$ cat src/hw/rtl/ita_pkg.sv
`timescale 1ns / 1ps
// ----------------------------------------------------------------------------
// ita_pkg
// Shared constants, command/status structs and the digit-to-ASCII mapping
// for the integer to radix ASCII converter.
// ----------------------------------------------------------------------------
package ita_pkg;

  localparam int VALUE_WIDTH = 32;
  localparam int RADIX_W     = 5;
  localparam int CHAR_W      = 8;

  localparam logic [RADIX_W-1:0] RADIX_RESET   = 5'd10;
  localparam logic [RADIX_W-1:0] RADIX_DEFAULT = 5'd10;
  localparam logic [RADIX_W-1:0] RADIX_MIN     = 5'd2;

  localparam logic [CHAR_W-1:0] ASCII_ZERO  = 8'h30;
  localparam logic [CHAR_W-1:0] ASCII_MINUS = 8'h2D;
  localparam logic [CHAR_W-1:0] ASCII_LC_A  = 8'h61;
  localparam logic [RADIX_W-1:0] DEC_DIGITS = 5'd10;

  // Long division by the radix, DIV_BITS dividend bits per cycle
  localparam int DIV_BITS   = 8;
  localparam int DIV_CYCLES = (VALUE_WIDTH + DIV_BITS - 1) / DIV_BITS;
  localparam int DIV_W      = DIV_CYCLES * DIV_BITS;
  localparam int STEP_W     = (DIV_CYCLES > 1) ? $clog2(DIV_CYCLES) : 1;

  // Digit store: base two gives the most digits, one per value bit
  localparam int DIG_DEPTH = VALUE_WIDTH;
  localparam int DIG_AW    = $clog2(DIG_DEPTH);
  localparam int CNT_W     = $clog2(DIG_DEPTH + 1);

  typedef struct packed {
    logic load;        // latch value, radix; clear digit count
    logic div_step;    // one division cycle
    logic div_last;    // final division cycle: store the digit
    logic rd_first;    // fetch most significant digit
    logic rd_next;     // fetch next lower digit
    logic emit_sign;   // drive '-'
    logic emit_digit;  // drive fetched digit
  } ita_cmd_t;

  typedef struct packed {
    logic neg;         // value is negative
    logic quot_zero;   // quotient after this division cycle is zero
    logic rd_last;     // fetched digit is the least significant one
  } ita_stat_t;

  function automatic logic [CHAR_W-1:0] digit_to_ascii(input logic [RADIX_W-1:0] d);
    logic [CHAR_W-1:0] dx;
    dx = CHAR_W'(d);
    if (d < DEC_DIGITS) begin
      digit_to_ascii = ASCII_ZERO + dx;
    end else begin
      digit_to_ascii = ASCII_LC_A + dx - CHAR_W'(DEC_DIGITS);
    end
  endfunction

endpackage

$ cat src/hw/rtl/ita_ctrl.sv
`timescale 1ns / 1ps
// ----------------------------------------------------------------------------
// ita_ctrl
// Sequencer: runs the digit divisions, then steps out sign and digits.
// ----------------------------------------------------------------------------
module ita_ctrl (
  input  logic               clk_i,
  input  logic               rst_ni,
  input  logic               start,
  output logic               busy,
  input  ita_pkg::ita_stat_t stat_i,
  output ita_pkg::ita_cmd_t  cmd_o,
  output logic               char_strobe_o
);
  import ita_pkg::*;

  typedef enum logic [2:0] {
    ST_IDLE,
    ST_DIV,
    ST_PREP,
    ST_SIGN,
    ST_EMIT
  } state_e;

  state_e            state_q, state_d;
  logic [STEP_W-1:0] step_q, step_d;

  always_comb begin
    state_d = state_q;
    step_d  = step_q;
    cmd_o   = '0;
    case (state_q)
      ST_IDLE: begin
        if (start) begin
          cmd_o.load = 1'b1;
          step_d     = '0;
          state_d    = ST_DIV;
        end
      end
      ST_DIV: begin
        cmd_o.div_step = 1'b1;
        if (step_q == STEP_W'(DIV_CYCLES - 1)) begin
          cmd_o.div_last = 1'b1;
          step_d         = '0;
          if (stat_i.quot_zero) begin
            state_d = ST_PREP;
          end
        end else begin
          step_d = step_q + 1'b1;
        end
      end
      ST_PREP: begin
        cmd_o.rd_first = 1'b1;
        state_d        = stat_i.neg ? ST_SIGN : ST_EMIT;
      end
      ST_SIGN: begin
        cmd_o.emit_sign = 1'b1;
        state_d         = ST_EMIT;
      end
      ST_EMIT: begin
        cmd_o.emit_digit = 1'b1;
        if (stat_i.rd_last) begin
          state_d = ST_IDLE;
        end else begin
          cmd_o.rd_next = 1'b1;
        end
      end
      default: begin
        state_d = ST_IDLE;
      end
    endcase
  end

  always_ff @(posedge clk_i or negedge rst_ni) begin
    if (!rst_ni) begin
      state_q <= ST_IDLE;
      step_q  <= '0;
    end else begin
      state_q <= state_d;
      step_q  <= step_d;
    end
  end

  assign busy          = (state_q != ST_IDLE);
  assign char_strobe_o = cmd_o.emit_sign | cmd_o.emit_digit;

endmodule

$ cat src/hw/rtl/ita_dpath.sv
`timescale 1ns / 1ps
// ----------------------------------------------------------------------------
// ita_dpath
// Radix register, magnitude/sign capture, radix divider, digit store and
// character output mux.
// ----------------------------------------------------------------------------
module ita_dpath (
  input  logic                                 clk_i,
  input  logic                                 rst_ni,
  input  logic                                 radix_we_i,
  input  logic        [ita_pkg::RADIX_W-1:0]   radix_wdata_i,
  input  logic signed [ita_pkg::VALUE_WIDTH-1:0] value_i,
  input  ita_pkg::ita_cmd_t                    cmd_i,
  output ita_pkg::ita_stat_t                   stat_o,
  output logic        [ita_pkg::CHAR_W-1:0]    char_code_o,
  output logic                                 last_char_o
);
  import ita_pkg::*;

  logic [RADIX_W-1:0]     radix_q;
  logic [RADIX_W-1:0]     base_q;
  logic                   neg_q;
  logic [DIV_W-1:0]       quot_q, quot_d;
  logic [RADIX_W-1:0]     rem_q, rem_d;
  logic [CNT_W-1:0]       cnt_q;
  logic [DIG_AW-1:0]      rd_ptr_q, rd_addr;
  logic [RADIX_W-1:0]     rdata_q;
  logic [RADIX_W-1:0]     dig_mem [DIG_DEPTH];

  logic [VALUE_WIDTH-1:0] v_raw, mag;
  logic [RADIX_W-1:0]     base_eff;

  assign v_raw    = value_i;
  assign mag      = v_raw[VALUE_WIDTH-1] ? (~v_raw + 1'b1) : v_raw;
  assign base_eff = (radix_q < RADIX_MIN) ? RADIX_DEFAULT : radix_q;

  // Restoring division, DIV_BITS quotient bits per cycle
  always_comb begin
    logic [RADIX_W:0]     trial;
    logic [RADIX_W-1:0]   r;
    logic [DIV_BITS-1:0]  chunk;
    logic [DIV_BITS-1:0]  qb;
    r     = rem_q;
    chunk = quot_q[DIV_W-1 -: DIV_BITS];
    qb    = '0;
    for (int i = DIV_BITS - 1; i >= 0; i--) begin
      trial = {r, chunk[i]};
      if (trial >= {1'b0, base_q}) begin
        trial = trial - {1'b0, base_q};
        qb[i] = 1'b1;
      end
      r = trial[RADIX_W-1:0];
    end
    rem_d  = r;
    quot_d = (quot_q << DIV_BITS) | DIV_W'(qb);
  end

  assign rd_addr = cmd_i.rd_first ? DIG_AW'(cnt_q - CNT_W'(1)) : (rd_ptr_q - 1'b1);

  always_ff @(posedge clk_i or negedge rst_ni) begin
    if (!rst_ni) begin
      radix_q <= RADIX_RESET;
    end else if (radix_we_i) begin
      radix_q <= radix_wdata_i;
    end
  end

  always_ff @(posedge clk_i) begin
    if (cmd_i.load) begin
      base_q <= base_eff;
      neg_q  <= v_raw[VALUE_WIDTH-1];
      quot_q <= DIV_W'(mag);
      rem_q  <= '0;
      cnt_q  <= '0;
    end else if (cmd_i.div_step) begin
      quot_q <= quot_d;
      if (cmd_i.div_last) begin
        rem_q <= '0;
        cnt_q <= cnt_q + 1'b1;
      end else begin
        rem_q <= rem_d;
      end
    end
    if (cmd_i.rd_first || cmd_i.rd_next) begin
      rd_ptr_q <= rd_addr;
    end
  end

  // Digit store, least significant digit at address zero
  always_ff @(posedge clk_i) begin
    if (cmd_i.div_step && cmd_i.div_last) begin
      dig_mem[cnt_q[DIG_AW-1:0]] <= rem_d;
    end
    if (cmd_i.rd_first || cmd_i.rd_next) begin
      rdata_q <= dig_mem[rd_addr];
    end
  end

  assign stat_o.neg       = neg_q;
  assign stat_o.quot_zero = (quot_d == '0);
  assign stat_o.rd_last   = (rd_ptr_q == '0);

  assign char_code_o = cmd_i.emit_sign ? ASCII_MINUS : digit_to_ascii(rdata_q);
  assign last_char_o = cmd_i.emit_digit & (rd_ptr_q == '0);

endmodule

$ cat src/hw/rtl/int_to_radix_ascii_top.sv
`timescale 1ns / 1ps
// ----------------------------------------------------------------------------
// int_to_radix_ascii_top
// Signed integer to ASCII text in a programmable radix, one character word
// per strobe, sign first, most significant digit next, last word flagged.
// ----------------------------------------------------------------------------
//
//  Channel   Signals                          Dir  Handshake
//  -------   -------------------------------  ---  ---------------------------
//  input     start, busy, value_i             in   word taken: start & !busy
//  output    char_strobe_o, char_code_o,      out  one word per strobe cycle,
//            last_char_o                           no back-pressure
//  config    radix_we_i, radix_wdata_i        in   written on radix_we_i
//
//  Sequence: for each digit the radix divider takes 8 dividend bits a
//  cycle; then the most significant digit is fetched from the digit
//  store, the sign word is sent for a negative value, and one word
//  per cycle follows for each digit. Busy stays high throughout, so
//  no new value is taken until the last word is strobed.
//  Reset: asynchronous, active low; sequencer idles, radix returns to ten.
//  Stalls: none; the receiver must take every word as it is strobed.
//
module int_to_radix_ascii_top (
  input  logic                                   clk_i,
  input  logic                                   rst_ni,
  // input word
  input  logic                                   start,
  output logic                                   busy,
  input  logic signed [ita_pkg::VALUE_WIDTH-1:0] value_i,
  // radix register
  input  logic                                   radix_we_i,
  input  logic        [ita_pkg::RADIX_W-1:0]     radix_wdata_i,
  // character words
  output logic                                   char_strobe_o,
  output logic        [ita_pkg::CHAR_W-1:0]      char_code_o,
  output logic                                   last_char_o
);
  import ita_pkg::*;

  ita_cmd_t  cmd;
  ita_stat_t stat;

  // Sequencer: accept, per-digit division loop, fetch, sign, digits
  ita_ctrl u_ctrl (
    .clk_i         (clk_i),
    .rst_ni        (rst_ni),
    .start         (start),
    .busy          (busy),
    .stat_i        (stat),
    .cmd_o         (cmd),
    .char_strobe_o (char_strobe_o)
  );

  // Datapath: divider leaves digits low-first in the store, read back high-first
  ita_dpath u_dpath (
    .clk_i         (clk_i),
    .rst_ni        (rst_ni),
    .radix_we_i    (radix_we_i),
    .radix_wdata_i (radix_wdata_i),
    .value_i       (value_i),
    .cmd_i         (cmd),
    .stat_o        (stat),
    .char_code_o   (char_code_o),
    .last_char_o   (last_char_o)
  );

endmodule
$ cat config.mk
export PLATFORM = sky130hd
export DESIGN_NAME = int_to_radix_ascii_top
export DESIGN_NICKNAME = d
export VERILOG_FILES = /design/src/hw/rtl/ita_pkg.sv /design/src/hw/rtl/ita_ctrl.sv /design/src/hw/rtl/ita_dpath.sv /design/src/hw/rtl/int_to_radix_ascii_top.sv
export SDC_FILE = /design/constraint.sdc
export NUM_CORES = 1
export LEC_CHECK = 0
export BUFFER_PORTS_ARGS = -buffer_cell sky130_fd_sc_hd__buf_2
export CELL_PAD_IN_SITES_DETAIL_PLACEMENT = 1
export CELL_PAD_IN_SITES_GLOBAL_PLACEMENT = 2
export CORE_UTILIZATION = 45
export CTS_BUF_LIST = sky130_fd_sc_hd__clkbuf_8
export DETAILED_ROUTE_END_ITERATION = 6
export GPL_ROUTABILITY_DRIVEN = 0
export HOLD_SLACK_MARGIN = 0.1
export PLACE_DENSITY = 0.91
export SYNTH_ARGS = -nofsm -noshare
export SYNTH_HDL_FRONTEND = slang
export SYNTH_SLANG_ARGS = --single-unit
$ cat constraint.sdc
create_clock -name clk_i -period 19.1 [get_ports clk_i]
set_input_delay 1.91 -clock clk_i [delete_from_list [all_inputs] [get_ports clk_i]]
set_output_delay 1.91 -clock clk_i [all_outputs]
set_load 0.01 [all_outputs]
Word-level counts from Yosys, hierarchy flattened. Memories as Yosys holds them, arrays and structs flattened. A register that Yosys moved wholly into a read port is not among the register bits. Index checks and enable logic that the tools add are counted.

Add/subtract/negate cells: 16. Multipliers: 0. Divide/modulo/power cells: 0. $lt $le $gt $ge: 10. Equal/unequal tests: 9. Shifts and indexed selects: 0. Mux-type cells: 43. Bitwise logic cells: 4. Reductions and logical operators: 11.

Operators with widths (number): two-way mux 32 bit (3); two-way mux 5 bit (10); >= comparator 6 x 5 -> 1 bit (8); subtractor 5 bit (8); adder 32 x 1 -> 32 bit (second input constant) (1); logical NOT 32 bit (1); inverter 32 bit (1); bitwise OR 32 x 8 -> 32 bit (1); two-way mux 1 bit (18); two-way mux 8 bit (2); two-way mux 3 bit (5); one-hot mux 3 bit (5 select lines) (1); subtractor 5 x 1 -> 5 bit (second input constant) (2); adder 7 x 5 -> 8 bit (first input constant) (1); subtractor 8 x 4 -> 8 bit (second input constant) (1); adder 6 x 5 -> 7 bit (first input constant) (1); adder 6 x 1 -> 6 bit (second input constant) (1); equality test 3 x 2 -> 1 bit (second input constant) (2); two-way mux 2 bit (3); != test 2 bit (second input constant) (3); logical NOT 5 bit (1); < comparator 5 x 2 -> 1 bit (second input constant) (1); < comparator 5 x 4 -> 1 bit (second input constant) (1); one-hot mux 2 bit (2 select lines) (1); 14 further kinds (16).

Bits in registers: 64. Latch bits: 0. Bits in writable memories: 160. Memory bits (read-only): 0. Bits of input ports: 41. Output and inout port bits: 11. Logic and storage cells: 103. Memories: 1.

Memory list: u_dpath.dig_mem (words 32, width 5, rd ports 1, clocked after Yosys merged registers in 1, write ports 1, line ita_dpath.sv:28) `logic [RADIX_W-1:0] dig_mem [DIG_DEPTH];`.

Logic depth before layout (Yosys ltp). Gate-level depths: netlist (run 1).

Depth in word-level cells: 21. Gate-level depth with buffers: 77. Depth with buffers taken out: 74.

Cells and area by module. A second synthesis (run 1) with hierarchy kept.

Cells, all modules: 985. Area, all modules: 12394.4 um^2.

Modules (own cells, without submodules): ita_dpath (instances 1, cells each 945, area each 12076.6 um^2, seq. area each 6573.8 um^2); ita_ctrl (instances 1, cells each 40, area each 317.8 um^2, seq. area each 125.1 um^2).

Least setup slack after synthesis (run 1). No wires, ideal clock.

Path type: flip-flop to flip-flop. Start: register u_dpath.base_q[1]. End: memory u_dpath.dig_mem[0][0], data pin. Library setup time: 392 ps. Arrival: 14066 ps. Data required time: 18708 ps. Setup slack: 4642 ps. Cell stages (with the launch flop): 65. Buffers on the path: 3. Period minus slack after synthesis: 14458 ps. Cells stage by stage: edfxtp_1 > inv_1 > ha_1 > a21oi_1 > or2_2 > nand2_1 > mux2i_1 > inv_1 > ha_1 > a41o_1 > o22a_1 > or3_1 > buf_6 > o21ai_0 > fa_1 > nand2b_1 > a21oi_1 > a41o_1 > [29 not listed] > o21ai_0 > nand2b_1 > a21oi_1 > o21ai_0 > a221oi_4 > mux2_2 > inv_1 > ha_1 > nand2_1 > nand2_1 > a21oi_1 > nor2b_1 > o21ai_0 > nand2b_1 > o21bai_1 > a221o_1 > mux2i_4 > mux2i_1.

Cells in the longest elaborated chain, start to end: 16. Elaborated cells on any way between the ends: 23. Those cells by class: add/sub: 7; order compare: 8; mux: 8.

RTL lines: start, declared (line ita_dpath.sv:21) `logic [RADIX_W-1:0] base_q;`; start signal, assigned (line ita_dpath.sv:70) `base_q <= base_eff;`; subtractor 5 bit or >= comparator 6 x 5 -> 1 bit (tied branches) (line ita_dpath.sv:49, ita_dpath.sv:48); two-way mux 5 bit (line ita_dpath.sv:48) `if (trial >= {1'b0, base_q}) begin`; subtractor 5 bit or >= comparator 6 x 5 -> 1 bit (tied branches) (line ita_dpath.sv:49, ita_dpath.sv:48); two-way mux 5 bit (line ita_dpath.sv:48); subtractor 5 bit or >= comparator 6 x 5 -> 1 bit (tied branches) (line ita_dpath.sv:49, ita_dpath.sv:48); two-way mux 5 bit (line ita_dpath.sv:48); subtractor 5 bit or >= comparator 6 x 5 -> 1 bit (tied branches) (line ita_dpath.sv:49, ita_dpath.sv:48); two-way mux 5 bit (line ita_dpath.sv:48); >= comparator 6 x 5 -> 1 bit or subtractor 5 bit (tied branches) (line ita_dpath.sv:48, ita_dpath.sv:49); two-way mux 5 bit (line ita_dpath.sv:48); subtractor 5 bit or >= comparator 6 x 5 -> 1 bit (tied branches) (line ita_dpath.sv:49, ita_dpath.sv:48); two-way mux 5 bit (line ita_dpath.sv:48); subtractor 5 bit or >= comparator 6 x 5 -> 1 bit (tied branches) (line ita_dpath.sv:49, ita_dpath.sv:48); two-way mux 5 bit (line ita_dpath.sv:48); >= comparator 6 x 5 -> 1 bit * (line ita_dpath.sv:48); two-way mux 5 bit * (line ita_dpath.sv:48); via u_dpath.rem_d[0] (line ita_dpath.sv:24) `logic [RADIX_W-1:0] rem_q, rem_d;`; end, declared (line ita_dpath.sv:28).

Mark *: on every way through the listed nets, which the timed path passes. The rest lies on a longest branch.

Worst setup path in the final report (run 1).
Start: register u_dpath.base_q[1]. End: memory u_dpath.dig_mem[18][1], data pin.

Cells in the longest elaborated chain, start to end: 16. Elaborated cells on any way between the ends: 24. Those cells by class: add/sub: 8; order compare: 8; mux: 8.

RTL lines (line): subtractor 5 bit or >= comparator 6 x 5 -> 1 bit (tied branches) (ita_dpath.sv:49, ita_dpath.sv:48); two-way mux 5 bit (ita_dpath.sv:48); subtractor 5 bit or >= comparator 6 x 5 -> 1 bit (tied branches) (ita_dpath.sv:49, ita_dpath.sv:48); two-way mux 5 bit (ita_dpath.sv:48); subtractor 5 bit or >= comparator 6 x 5 -> 1 bit (tied branches) (ita_dpath.sv:49, ita_dpath.sv:48); two-way mux 5 bit (ita_dpath.sv:48); subtractor 5 bit or >= comparator 6 x 5 -> 1 bit (tied branches) (ita_dpath.sv:49, ita_dpath.sv:48); two-way mux 5 bit (ita_dpath.sv:48); >= comparator 6 x 5 -> 1 bit or subtractor 5 bit (tied branches) (ita_dpath.sv:48, ita_dpath.sv:49); two-way mux 5 bit (ita_dpath.sv:48); subtractor 5 bit or >= comparator 6 x 5 -> 1 bit (tied branches) (ita_dpath.sv:49, ita_dpath.sv:48); two-way mux 5 bit (ita_dpath.sv:48); >= comparator 6 x 5 -> 1 bit or subtractor 5 bit (tied branches) (ita_dpath.sv:48, ita_dpath.sv:49); two-way mux 5 bit (ita_dpath.sv:48); subtractor 5 bit or >= comparator 6 x 5 -> 1 bit (tied branches) (ita_dpath.sv:49, ita_dpath.sv:48); two-way mux 5 bit * (ita_dpath.sv:48); via u_dpath.rem_d[1] (ita_dpath.sv:24).

Marks and branches as above.

==> results.yml, run 1 <==
synth:
  synth_fa_ha_area_share_pct: 6.29
  synth-edff-count: 208
  syn_inst: 936
  synth-xor-area-share_pct: 4.13
  ys_seq_elements: 228
  seq_area_frac_synth_pct: 55.4
  syn-num-nets: 1033
  avgSynthCellArea_um2: 12.9
  synthMuxAreaShare_pct: 12.0
  yosys_most_used_dff: "edfxtp_1"
  ys_warn_count: 0
  ys_types: 67
  postSynth.asyncResetShare_pct: 4.39
  synth_compound_area_share_pct: 9.19
  synth-simple-area-share_pct: 10.1
  synth.cell_area_um2: 12100
  synth_top_family_by_area: "multiplexers"
placed_design:
  port_buffers: 49
  place_ws_ps: 2550
  dpl.hpwl_mm: 22.4
floorplan:
  rows: 59
  die_y_um: 166
  dieWidth_um: 166
  dieArea_um2: 27500
  ios: 52
  initial_core_util_pct: 46.1
  fp.coreArea_um2: 26200
critical_path:
  critPathKind: "reg -> reg"
  slowest_delay_ps: 860
  endpoint: "u_dpath.dig_mem[18][1]"
  crit_fanout: 33
  cp.arrival_ps: 17100
  startpoint: "u_dpath.base_q[1]"
  critPathCaptureType: "flip-flop"
  path_buf_inv: 6
  reg2reg_slack_ps: 2280
  worst_path_max_delay_cell: "nor3_1"
  start_kind: "flip-flop"
  r2r_cells: 65
  worstPathRequired_ps: 19370
  timing.rr.start: "u_dpath.base_q[1]"
  regToRegEndpoint: "u_dpath.dig_mem[18][1]"
  crit_family: "compound AO/OA/AOI/OAI gates"
  path_depth: 65
  cp_common_cell: "a21oi_1"
drt:
  ant_nets: 0
  first_pass_iters: 7
  wire_per_inst_um: 23.0
  wirelength_mm: 31.4
  drt_iter0_markers: 666
  vias: 8044
  drcViolationCount: 8
  via_per_inst: 5.90
clock_network:
  cts_root_buf: "clkbuf_8"
  numCtsBuffers: 39
  hold_buffers: 0
  cts_tree: "yes"
  clock_latency_ps: 540
  cts.repair.resized: 0
  cts_buffer_depth: 3
  cts_sinks: 228
  cts_setup_buffers: 0
  clkSlewWorstSetupHoldPaths_ps: 70
  ctsHtreeMaxLevel: 2
timing:
  fmax_mhz: 59.4
  rsz0062_at_grt: "no"
  setup_viol: 0
  fin_crit_ps: 16820
  final-max-slew-violation-count: 0
  clock-skew-final_ps: 28.3
  finalHoldViolations: 0
  fin_setup_tns_ps: 0
  fin_ws_ps: 2280
  tightest_slew_ps: 1110
  maxSlewHeadroom_pct: 25.4
  fin_crit_sh_pct: 88.1
layout:
  nets: 1096
  area_growth_pct: 10.8
  n_antenna_cell: 0
  mostFrequentLayoutCells: "edfxtp_1 (208), nand2_1 (91), nor2_1 (77)"
  final_common_cell: "edfxtp_1"
  drive_above_1_share_pct: 19.1
outcome:
  status: "finished, violations left"
  violations: "DRC"
global_route:
  busiest_layer: "met2"
  grt_use_met1_pct: 31.4
  grt_pass1_vias: 8714
  grt_overflow: 0
  use_met3_pct: 3.91
  grt_pass1_wl_mm: 49.5
  grt_max_degree: 63
  grt_usage_pct: 23.4
  use_met2_pct: 39.6
  antenna_found_initial: 0
hold_path:
  hp-class: "reg -> reg"
flow_run:
  maxCapViolations: 0
## cells by family after synthesis
kind of cell / count (synthesis)
AOI/OAI and AO/OA: 169
xor gates and xnor gates: 57
adders and majority gates: 56
buffers and inverters: 84
DFF: 228
muxes: 78
other: 2
and+or+nand+nor: 262
## stage by stage
| stage | area [µm²] | hold WS (ps) | std cells | utilization (%) |
|---|---|---|---|---|
| floorplan | 12100 | 474 | 936 | - |
| global placement | 12700 | 491 | 1293 | 48.4 |
| detailed placement | 12700 | 502 | 1293 | 48.4 |
| CTS | 13400 | 510 | 1364 | 51.1 |
| global route | 13400 | 541 | 1364 | 51.1 |
| finish | 13400 | 512 | 1364 | 51.1 |
## state kept, by name, summed over array words and instances, names as in the netlist
name and count:
u_dpath.neg_q 1, u_dpath.rdata_q 5, u_dpath.quot_q 32, u_dpath.cnt_q 5
u_dpath.dig_mem 160, u_ctrl.state_q 3, u_ctrl.step_q 2, u_dpath.radix_q 5
u_dpath.rd_ptr_q 5, u_dpath.rem_q 5, u_dpath.base_q 5
## cells in the mapped netlist (3+ instances only)
master | instances | area [µm²]
edfxtp_1 | 208 | 6250
nand2_1 | 92 | 345
nor2_1 | 77 | 289
o21ai_0 | 52 | 260
mux4_2 | 50 | 1130
ha_1 | 48 | 601
inv_1 | 47 | 176
a21oi_1 | 42 | 210
xor2_1 | 34 | 298
clkbuf_1 | 30 | 113
xnor2_1 | 23 | 201
nor3_1 | 15 | 75.1
mux2_2 | 13 | 146
a21o_1 | 12 | 90.1
or4_1 | 12 | 90.1
o31ai_1 | 11 | 82.6
dfxtp_1 | 10 | 200
mux2i_1 | 10 | 100
or2_2 | 10 | 62.6
nand2b_1 | 9 | 56.3
dfrtp_1 | 8 | 200
fa_1 | 8 | 160
nand3_1 | 8 | 40.0
nor2b_1 | 7 | 43.8
a22o_1 | 6 | 52.6
nor4_1 | 6 | 37.5
a211oi_1 | 5 | 37.5
a21boi_0 | 5 | 37.5
nand4_1 | 5 | 31.3
or3_1 | 5 | 31.3
a221o_1 | 4 | 40.0
mux2_4 | 4 | 60.1
nand3b_1 | 4 | 30.0
o211ai_1 | 4 | 30.0
o41ai_1 | 4 | 35.0
a41o_1 | 3 | 30.0
## final cells by class
cell class | count | area (µm²)
clock buffer | 41 | 564
clock inverter | 30 | 138
fill | 2721 | 12800
inverter | 48 | 180
multi-input combinational | 624 | 5080
sequential | 228 | 6700
tap | 335 | 419
timing repair buffer | 58 | 313
## layer usage
metal  vias to the layer above  wire length (µm)
met5                         -                 0
met4                         0               522
met3                        47              1370
met2                       217             15500
met1                      4112             14000
li1                       3668                 -
## how the worst min path moves through the flow
stage | from | endpoint | slack, ps | cells past startpoint
final | u_dpath.neg_q | u_ctrl.state_q[0] | 510 | 1
after global routing | u_dpath.neg_q | u_ctrl.state_q[0] | 540 | 1
after CTS | u_dpath.neg_q | u_ctrl.state_q[0] | 510 | 1
after detailed placement | u_dpath.neg_q | u_ctrl.state_q[0] | 500 | 1
after global placement | u_dpath.neg_q | u_ctrl.state_q[0] | 490 | 1
after floorplan | u_dpath.neg_q | u_ctrl.state_q[0] | 470 | 1
Power of run 1 is not shown: default switching activity piles up to over one toggle a cycle in this logic, so the estimate is an artifact.
==> run 2, diff against run 1 <==
--- a/config.mk
+++ b/config.mk
@@ -9,7 +9,7 @@
 export CELL_PAD_IN_SITES_DETAIL_PLACEMENT = 1
 export CELL_PAD_IN_SITES_GLOBAL_PLACEMENT = 2
 export CORE_UTILIZATION = 45
-export CTS_BUF_LIST = sky130_fd_sc_hd__clkbuf_8
+export CTS_BUF_LIST = sky130_fd_sc_hd__clkbuf_2 sky130_fd_sc_hd__clkbuf_4 sky130_fd_sc_hd__clkbuf_8
 export DETAILED_ROUTE_END_ITERATION = 6
 export GPL_ROUTABILITY_DRIVEN = 0
 export HOLD_SLACK_MARGIN = 0.1
==> run 2 against run 1 <==
The flow still finishes with violations (DRC). First-iteration DRC count rose by 3.5%. Register-to-register slack worse by 20 ps. Non-clock buffer count unchanged. Largest cell class unchanged. Via count is 0.11% higher.
==> results.yml, run 2 (same netlist as run 1, synthesis figures left out) <==
outcome:
  status: "finished, violations left"
  violations: "DRC"
layout:
  n_antenna_cell: 0
  fillers: 2714
  largest_register_ffs: 160
  nets: 1096
  post-route-util_pct: 51.3
  drive_above_1_share_pct: 20.4
  final_common_cell: "edfxtp_1"
  area_growth_pct: 11.2
  mostFrequentLayoutCells: "edfxtp_1 (208), nand2_1 (91), nor2_1 (77)"
timing:
  fmax_mhz: 59.4
  clock-skew-final_ps: 36.6
  tightest_slew_ps: 1100
  fin_setup_tns_ps: 0
  fin_crit_ps: 16850
  finalHoldViolations: 0
  fin_crit_sh_pct: 88.2
  maxSlewHeadroom_pct: 26.4
  final-max-slew-violation-count: 0
  rsz0062_at_grt: "no"
  setup_viol: 0
hold_path:
  hp-class: "reg -> reg"
drt:
  drcViolationCount: 9
  drt_iter0_markers: 689
  ant_nets: 0
  via_per_inst: 5.90
  wirelength_mm: 31.5
  vias: 8053
  wire_per_inst_um: 23.1
  first_pass_iters: 7
clock_network:
  numCtsBuffers: 39
  hold_buffers: 0
  clock_latency_ps: 550
  cts.repair.resized: 0
  cts_tree: "yes"
  cts_setup_buffers: 0
  cts_sinks: 228
  cts_root_buf: "clkbuf_8"
  clkSlewWorstSetupHoldPaths_ps: 70
  cts_buffer_depth: 3
  ctsHtreeMaxLevel: 2
critical_path:
  critPathKind: "reg -> reg"
  slowest_delay_ps: 840
  worstPathRequired_ps: 19370
  cp.arrival_ps: 17120
  start_kind: "flip-flop"
  crit_fanout: 33
  worst_path_max_delay_cell: "nor3_1"
  cp_common_cell: "a21oi_1"
  critPathCaptureType: "flip-flop"
floorplan:
  fp.coreArea_um2: 26200
  dieArea_um2: 27500
  die_y_um: 166
  initial_core_util_pct: 46.1
  ios: 52
  rows: 59
  dieWidth_um: 166
global_route:
  grt_overflow: 0
  grt_usage_pct: 23.4
  antenna_found_initial: 0
  grt_max_degree: 63
  grt_pass1_vias: 8729
  grt_pass1_wl_mm: 49.7
flow_run:
  maxCapViolations: 0
placed_design:
  port_buffers: 49
  dpl.hpwl_mm: 22.4
[run 2: worst max-delay path, delay by kind of cell (launching register included)]
family          cells  cell delay, ps
compound gates     29            6500
fa+ha+maj           8            2890
buf+inv             6            1350
flops               1             770
mux                 4            1410
simple gates       18            3590
[run 2: path summary, 6_finish.rpt]
path | startpoint | slack (ps) | endpoint | cells after the start
max | u_dpath.base_q[1] | 2250 | u_dpath.dig_mem[18][1] | 65
min reg2reg | u_dpath.neg_q | 510 | u_ctrl.state_q[0] | 1
max in group asynchronous | rst_ni | 17580 | u_dpath.radix_q[3] | 1
max reg2reg | u_dpath.base_q[1] | 2250 | u_dpath.dig_mem[18][1] | 65
min | u_dpath.neg_q | 510 | u_ctrl.state_q[0] | 1
min in group asynchronous | rst_ni | 1240 | u_dpath.radix_q[4] | 1
[run 2: per-stage QoR]
step | setup slack [ps] | instances | area (µm²) | hold slack, ps
CTS | 2410 | 1364 | 13400 | 510
floorplan | 4640 | 936 | 12100 | 474
detailed placement | 2550 | 1293 | 12700 | 502
finish | 2250 | 1364 | 13400 | 512
global route | 832 | 1364 | 13400 | 541
global placement | 3210 | 1293 | 12700 | 491
[run 2: layout make-up]
type | instances | area (µm²) | area share (%)
inverter | 48 | 180 | 1.34
clock inverter | 17 | 88.8 | 0.661
multi-input combinational | 624 | 5080 | 37.8
clock buffer | 54 | 662 | 4.92
sequential | 228 | 6700 | 49.8
tap | 335 | 419 | 3.12
timing repair buffer | 58 | 313 | 2.33
[run 2: per-layer routing]
layer  vias to the layer above  GRT usage, %  wire length, µm
met5                         -             0                0
met4                         0          5.89              530
met3                        46          3.79             1410
met2                       224          39.7            15600
met1                      4114          31.4            14000
li1                       3669             -                -
Power of run 2 is left out for the same reason.
